## src/hdl/lsst_pkg.sv

```systemverilog
// shared types, codes and constants of the lock site statistics table
package lsst_pkg;

	localparam int TABLE_SLOTS_DEF = 512;

	localparam int KEY_W   = 32;
	localparam int LOCK_W  = 32;
	localparam int TICK_W  = 63;
	localparam int SLOT_W  = 9;
	localparam int REM_W   = 10;
	localparam int STAT_W  = 3;

	localparam logic [KEY_W-1:0] KEY_EMPTY = 32'd0;
	localparam logic [KEY_W-1:0] KEY_TOMB  = 32'd1;

	typedef enum logic [1:0] {
		FUNC_RECORD = 2'd0,
		FUNC_DELIST = 2'd1,
		FUNC_READ   = 2'd2
	} func_t;

	typedef enum logic [STAT_W-1:0] {
		STAT_UPDATED  = 3'd0,
		STAT_INSERTED = 3'd1,
		STAT_FULL     = 3'd2,
		STAT_BAD_KEY  = 3'd3,
		STAT_DELISTED = 3'd4,
		STAT_READ     = 3'd5
	} status_t;

	typedef enum logic [3:0] {
		S_CLEAR,
		S_IDLE,
		S_REC_RD,
		S_REC_CHK,
		S_DEL_RD,
		S_DEL_CHK,
		S_DEL_DONE,
		S_RD_RD,
		S_RD_DONE
	} state_t;

	typedef enum logic [1:0] {
		RD_PROBE,
		RD_SWEEP,
		RD_SLOT
	} rd_sel_t;

	typedef enum logic [1:0] {
		WR_CLEAR,
		WR_REC,
		WR_TOMB
	} wr_sel_t;

	typedef enum logic [1:0] {
		RES_REC,
		RES_READ,
		RES_ZERO,
		RES_DEL
	} res_sel_t;

	typedef struct packed {
		logic [KEY_W-1:0]  key;
		logic [LOCK_W-1:0] lock;
		logic [TICK_W-1:0] takes;
		logic [TICK_W-1:0] total;
		logic [TICK_W-1:0] max;
	} entry_t;

	typedef struct packed {
		logic     load_in;
		logic     rd_en;
		rd_sel_t  rd_sel;
		logic     wr_en;
		wr_sel_t  wr_sel;
		logic     probe_step;
		logic     cnt_inc;
		logic     emit;
		res_sel_t res_sel;
		status_t  status;
	} cmd_t;

	typedef struct packed {
		logic out_busy;
		logic bad_key;
		logic hit;
		logic empty;
		logic tomb_avail;
		logic cnt_last;
		logic del_match;
	} dp_stat_t;

endpackage

```

## src/hdl/lsst_ctrl.sv

```systemverilog
// controller state machine: clearing pass, probe walk, delist sweep, read
module lsst_ctrl (
	input  logic               clk,
	input  logic               arst_n,
	input  logic               in_valid,
	output logic               in_ready,
	input  logic [1:0]         func,
	input  lsst_pkg::dp_stat_t stat,
	output lsst_pkg::cmd_t     cmd
);

	import lsst_pkg::*;

	state_t state_q;
	state_t state_d;

	always_ff @(posedge clk or negedge arst_n) begin
		if (!arst_n) begin
			state_q <= S_CLEAR;
		end else begin
			state_q <= state_d;
		end
	end

	always_comb begin
		state_d        = state_q;
		in_ready       = 1'b0;
		cmd            = '0;
		cmd.rd_sel     = RD_PROBE;
		cmd.wr_sel     = WR_CLEAR;
		cmd.res_sel    = RES_ZERO;
		cmd.status     = STAT_UPDATED;
		case (state_q)
			S_CLEAR: begin
				cmd.wr_en   = 1'b1;
				cmd.wr_sel  = WR_CLEAR;
				cmd.cnt_inc = 1'b1;
				if (stat.cnt_last) begin
					state_d = S_IDLE;
				end
			end
			S_IDLE: begin
				in_ready = 1'b1;
				if (in_valid) begin
					cmd.load_in = 1'b1;
					case (func_t'(func))
						FUNC_RECORD: state_d = S_REC_RD;
						FUNC_DELIST: state_d = S_DEL_RD;
						FUNC_READ:   state_d = S_RD_RD;
						default:     state_d = S_IDLE;
					endcase
				end
			end
			S_REC_RD: begin
				if (stat.bad_key) begin
					if (!stat.out_busy) begin
						cmd.emit    = 1'b1;
						cmd.res_sel = RES_ZERO;
						cmd.status  = STAT_BAD_KEY;
						state_d     = S_IDLE;
					end
				end else begin
					cmd.rd_en  = 1'b1;
					cmd.rd_sel = RD_PROBE;
					state_d    = S_REC_CHK;
				end
			end
			S_REC_CHK: begin
				// read data holds while the result register is busy
				if (stat.hit || stat.empty || (stat.cnt_last && stat.tomb_avail)) begin
					if (!stat.out_busy) begin
						cmd.wr_en   = 1'b1;
						cmd.wr_sel  = WR_REC;
						cmd.emit    = 1'b1;
						cmd.res_sel = RES_REC;
						cmd.status  = stat.hit ? STAT_UPDATED : STAT_INSERTED;
						state_d     = S_IDLE;
					end
				end else if (stat.cnt_last) begin
					if (!stat.out_busy) begin
						cmd.emit    = 1'b1;
						cmd.res_sel = RES_ZERO;
						cmd.status  = STAT_FULL;
						state_d     = S_IDLE;
					end
				end else begin
					cmd.probe_step = 1'b1;
					state_d        = S_REC_RD;
				end
			end
			S_DEL_RD: begin
				cmd.rd_en  = 1'b1;
				cmd.rd_sel = RD_SWEEP;
				state_d    = S_DEL_CHK;
			end
			S_DEL_CHK: begin
				cmd.wr_en   = stat.del_match;
				cmd.wr_sel  = WR_TOMB;
				cmd.cnt_inc = 1'b1;
				state_d     = stat.cnt_last ? S_DEL_DONE : S_DEL_RD;
			end
			S_DEL_DONE: begin
				if (!stat.out_busy) begin
					cmd.emit    = 1'b1;
					cmd.res_sel = RES_DEL;
					cmd.status  = STAT_DELISTED;
					state_d     = S_IDLE;
				end
			end
			S_RD_RD: begin
				cmd.rd_en  = 1'b1;
				cmd.rd_sel = RD_SLOT;
				state_d    = S_RD_DONE;
			end
			S_RD_DONE: begin
				if (!stat.out_busy) begin
					cmd.emit    = 1'b1;
					cmd.res_sel = RES_READ;
					cmd.status  = STAT_READ;
					state_d     = S_IDLE;
				end
			end
			default: begin
				state_d = S_IDLE;
			end
		endcase
	end

endmodule

```

## config.mk

```make
export PLATFORM = sky130hd
export DESIGN_NAME = lsst_ctrl
export DESIGN_NICKNAME = d
export VERILOG_FILES = /design/src/hdl/lsst_pkg.sv /design/src/hdl/lsst_ctrl.sv
export SDC_FILE = /design/constraint.sdc
export NUM_CORES = 1
export LEC_CHECK = 0
export BUFFER_PORTS_ARGS = -buffer_cell sky130_fd_sc_hd__buf_4
export CORE_UTILIZATION = 25
export CTS_BUF_LIST = sky130_fd_sc_hd__clkbuf_2 sky130_fd_sc_hd__clkbuf_4 sky130_fd_sc_hd__clkbuf_8
export DETAILED_ROUTE_END_ITERATION = 7
export GPL_ROUTABILITY_DRIVEN = 0
export SYNTH_ARGS = -nofsm -noshare
export SYNTH_HDL_FRONTEND = slang
export SYNTH_SLANG_ARGS = --single-unit
```

## constraint.sdc

```tcl
create_clock -name clk -period 3.28 [get_ports clk]
set_clock_uncertainty 0.1 [all_clocks]
set_input_delay 0.328 -clock clk [delete_from_list [all_inputs] [get_ports clk]]
set_output_delay 0.328 -clock clk [all_outputs]
set_load 0.01 [all_outputs]
```

==> results_dict.tcl <==
set metrics [dict create \
    top_register "state_q" \
    die_height_um 52.1 \
    fmax_mhz 434 \
    diodes 0 \
    gr-total-overflow 0 \
    worstSetupStartpoint "state_q[1]$_DFFE_PN0P_" \
    dp_cells 133 \
    maxSlewViolCount 0 \
    num_rows 17 \
    status "completed" \
    crit_type "register to output port" \
    io_buffers 27 \
    viasPerCell 5.26 \
    initial_core_util 0.273 \
    hold_slack_ns 0.308 \
    gr-usage-met1 0.183 \
    use_met2 0.226 \
    cts_root_buf "clkbuf_4" \
    required_ns 2.85 \
    tns_ns 0 \
    fp.dieW_um 52.1 \
    drv_cap 0 \
    ys_async_sr_fraction 1.00 \
    grt_max_degree 21 \
    path_clk_slew_ns 0.04 \
    grt_util_met3 0.0409 \
    wl_per_cell_um 12.5 \
    cts_buffer_depth 2 \
    synthFlopType "dfrtp_1" \
    nNetsFinal 126 \
    syn-num-nets 101 \
    largest_reg_flops 4 \
    synth_top_area_frac 0.160 \
    setup_viol 0 \
    antenna_found_initial 0 \
    final_antenna_net_count 0 \
    cts_tree "done" \
    vias 721 \
    slew_headroom 0.616 \
    area_growth_syn_to_layout_pct 35.1 \
    drive_gt1_frac 0.367 \
    num-fill-cells 251 \
    syn_inst 86 \
    grt_pass1_wl_um 2840 \
    hold_start "stat[1]" \
    period_share 0.702 \
    dr.pass1.iters 4 \
    cts_buffers 3 \
    total_leakage_power_nw 0.385 \
    layout_setup_ws_ns 0.977 \
    seq_area_frac_synth 0.160 \
    utilization 0.369 \
    core_area_sq_um 2300 \
    finalHoldViolCount 0 \
    drc 0 \
    ioPinCount 28 \
    p_per_area_nw_per_um2 628 \
    min_path_type "primary input to register" \
    reg_top3 "state_q x4" \
    gr-max-usage-layer "met2" \
    syn_area_per_cell_sq_um 7.29 \
    drtIter0Drc 6 \
    die_area_sq_um 2710 \
    grt_util_all_layers 0.140 \
    synth_cell_types 42 \
    htreeDepth 1 \
    peakVddDrop_v 0.000340 \
    tightest_slew_ns 0.576 \
    yosys.area.top_type "dfrtp_1" \
    post_cts_resized 0 \
    rsz0062_at_grt "false" \
    wl_um 1710 \
    synth_edf_count 0 \
    final_cells 137 \
    worstPathArrival_ns 1.88 \
    min_period_ns 2.30 \
    cts_setup_buffers 0 \
    cp-start-kind "register" \
    synth_seq_cells 4 \
    insertion_delay_ns 0.24 \
    place_ws_ns 1.23 \
    synth.area.top_cells "dfrtp_1 (16%), ha_1 (6.0%), nor2_1 (6.0%), a21oi_1 (4.8%), nor3_2 (4.8%)" \
    end_kind "output port" \
    dp_hpwl_um 1310 \
    syn-cell-area_sq_um 627 \
    ys_warn_count 0 \
    rr_startpoint "state_q[0]$_DFFE_PN0P_" \
    grt_pass1_vias 669 \
    cp_max_fo 20 \
    clock_sinks 4 \
]
## cell families (layout without fill, tap and decap cells)
group | Yosys count | after routing | share of synthesized area
multiplexers | 1 | 1 | 0.0180
AND/OR/NAND/NOR | 42 | 42 | 0.387
AO/OA/AOI/OAI | 23 | 23 | 0.266
buffers and inverters | 13 | 36 | 0.110
flip-flops | 4 | 4 | 0.160
adder cells (fa/ha/maj) | 3 | 3 | 0.0599
## worst paths after layout
check | end | slack [ns] | cells after the start
min reg2reg | state_q[2]$_DFFE_PN0P_ | 0.82 | 2
max | cmd[4] | 0.98 | 5
min | state_q[1]$_DFFE_PN0P_ | 0.31 | 3
max in group asynchronous | state_q[2]$_DFFE_PN0P_ | 2.64 | 2
max reg2reg | state_q[0]$_DFFE_PN0P_ | 1.64 | 4
min in group asynchronous | state_q[0]$_DFFE_PN0P_ | 0.34 | 2
## final cells by class
class	count	area [sq um]	share of cell area
Clock buffer	3	22.5	0.0266
Inverter	5	18.8	0.0222
Multi-Input combinational cell	69	458	0.541
Timing Repair Buffer	28	213	0.251
Tap cell	28	35.0	0.0414
Sequential cell	4	100	0.118
## power by group
part           internal [mW]  total (mW)  switching (mW)
registers             0.0643       0.139          0.0742
clock network         0.0410      0.0615          0.0206
logic                  0.165       0.331           0.166
total                  0.271       0.532           0.261
## cells in the final DEF, fill, tap and decap left out, drive strengths merged
cell | netlist | routed
or3b | 1 | 1
nand4 | 1 | 1
nor3 | 7 | 7
inv | 5 | 5
and3b | 1 | 1
a211o | 1 | 1
or2 | 2 | 2
a211oi | 2 | 2
nand4b | 1 | 1
o31ai | 1 | 1
a21boi | 1 | 1
o22a | 1 | 1
o21ai | 2 | 2
nor4b | 1 | 1
nor2 | 11 | 11
nand2 | 7 | 7
and3 | 1 | 1
nor2b | 1 | 1
clkbuf | 1 | 3
a21oi | 6 | 6
nand3 | 3 | 3
o21bai | 1 | 1
a31oi | 2 | 2
mux2 | 1 | 1
a22oi | 1 | 1
dfrtp | 4 | 4
buf | 7 | 27
dlygate4sd3 | 0 | 1
nand2b | 2 | 2
a32oi | 2 | 2
o2111ai | 1 | 1
a2bb2oi | 1 | 1
ha | 3 | 3
or3 | 3 | 3
o32ai | 1 | 1
## cells in the mapped netlist (2+ instances only)
cell type / number
dfrtp_1: 4
o21ai_0: 2
or3_1: 2
a31oi_1: 2
buf_4: 2
nor2_1: 10
nand3_1: 2
buf_2: 4
nor3_1: 4
a32oi_1: 2
ha_1: 3
nand2_1: 7
nand2b_1: 2
a211oi_1: 2
a21oi_1: 6
nor3_2: 3
inv_1: 4
## through the flow
| stage | cell area (sq um) | power, mW |
|---|---|---|
| after CTS | 847 | 0.535 |
| after global placement | 815 | 0.467 |
| final | 847 | 0.532 |
| after global routing | 847 | 0.584 |
| after floorplan | 627 | 0.353 |
| after detailed placement | 815 | 0.470 |
## layer usage
metal	vias up	routed length, um	share of wire
met5	-	0	0
li1	362	-	-
met2	25	788	0.46
met3	0	109	0.064
met4	0	0	0
met1	334	808	0.47
## worst max-delay path, cell delays in order (launching register included)
cell	delay (ns)
dfrtp_1	0.68
nand2_1	0.20
nor3_1	0.23
a21oi_1	0.05
or3_1	0.32
buf_4	0.15
## what timing repair did
item	4_1_cts	5_1_grt
endpoints found under the setup margin	0	0
hold endpoints to repair	4	0
hold buffers	1	0
Power figures use the tool's default switching activity.
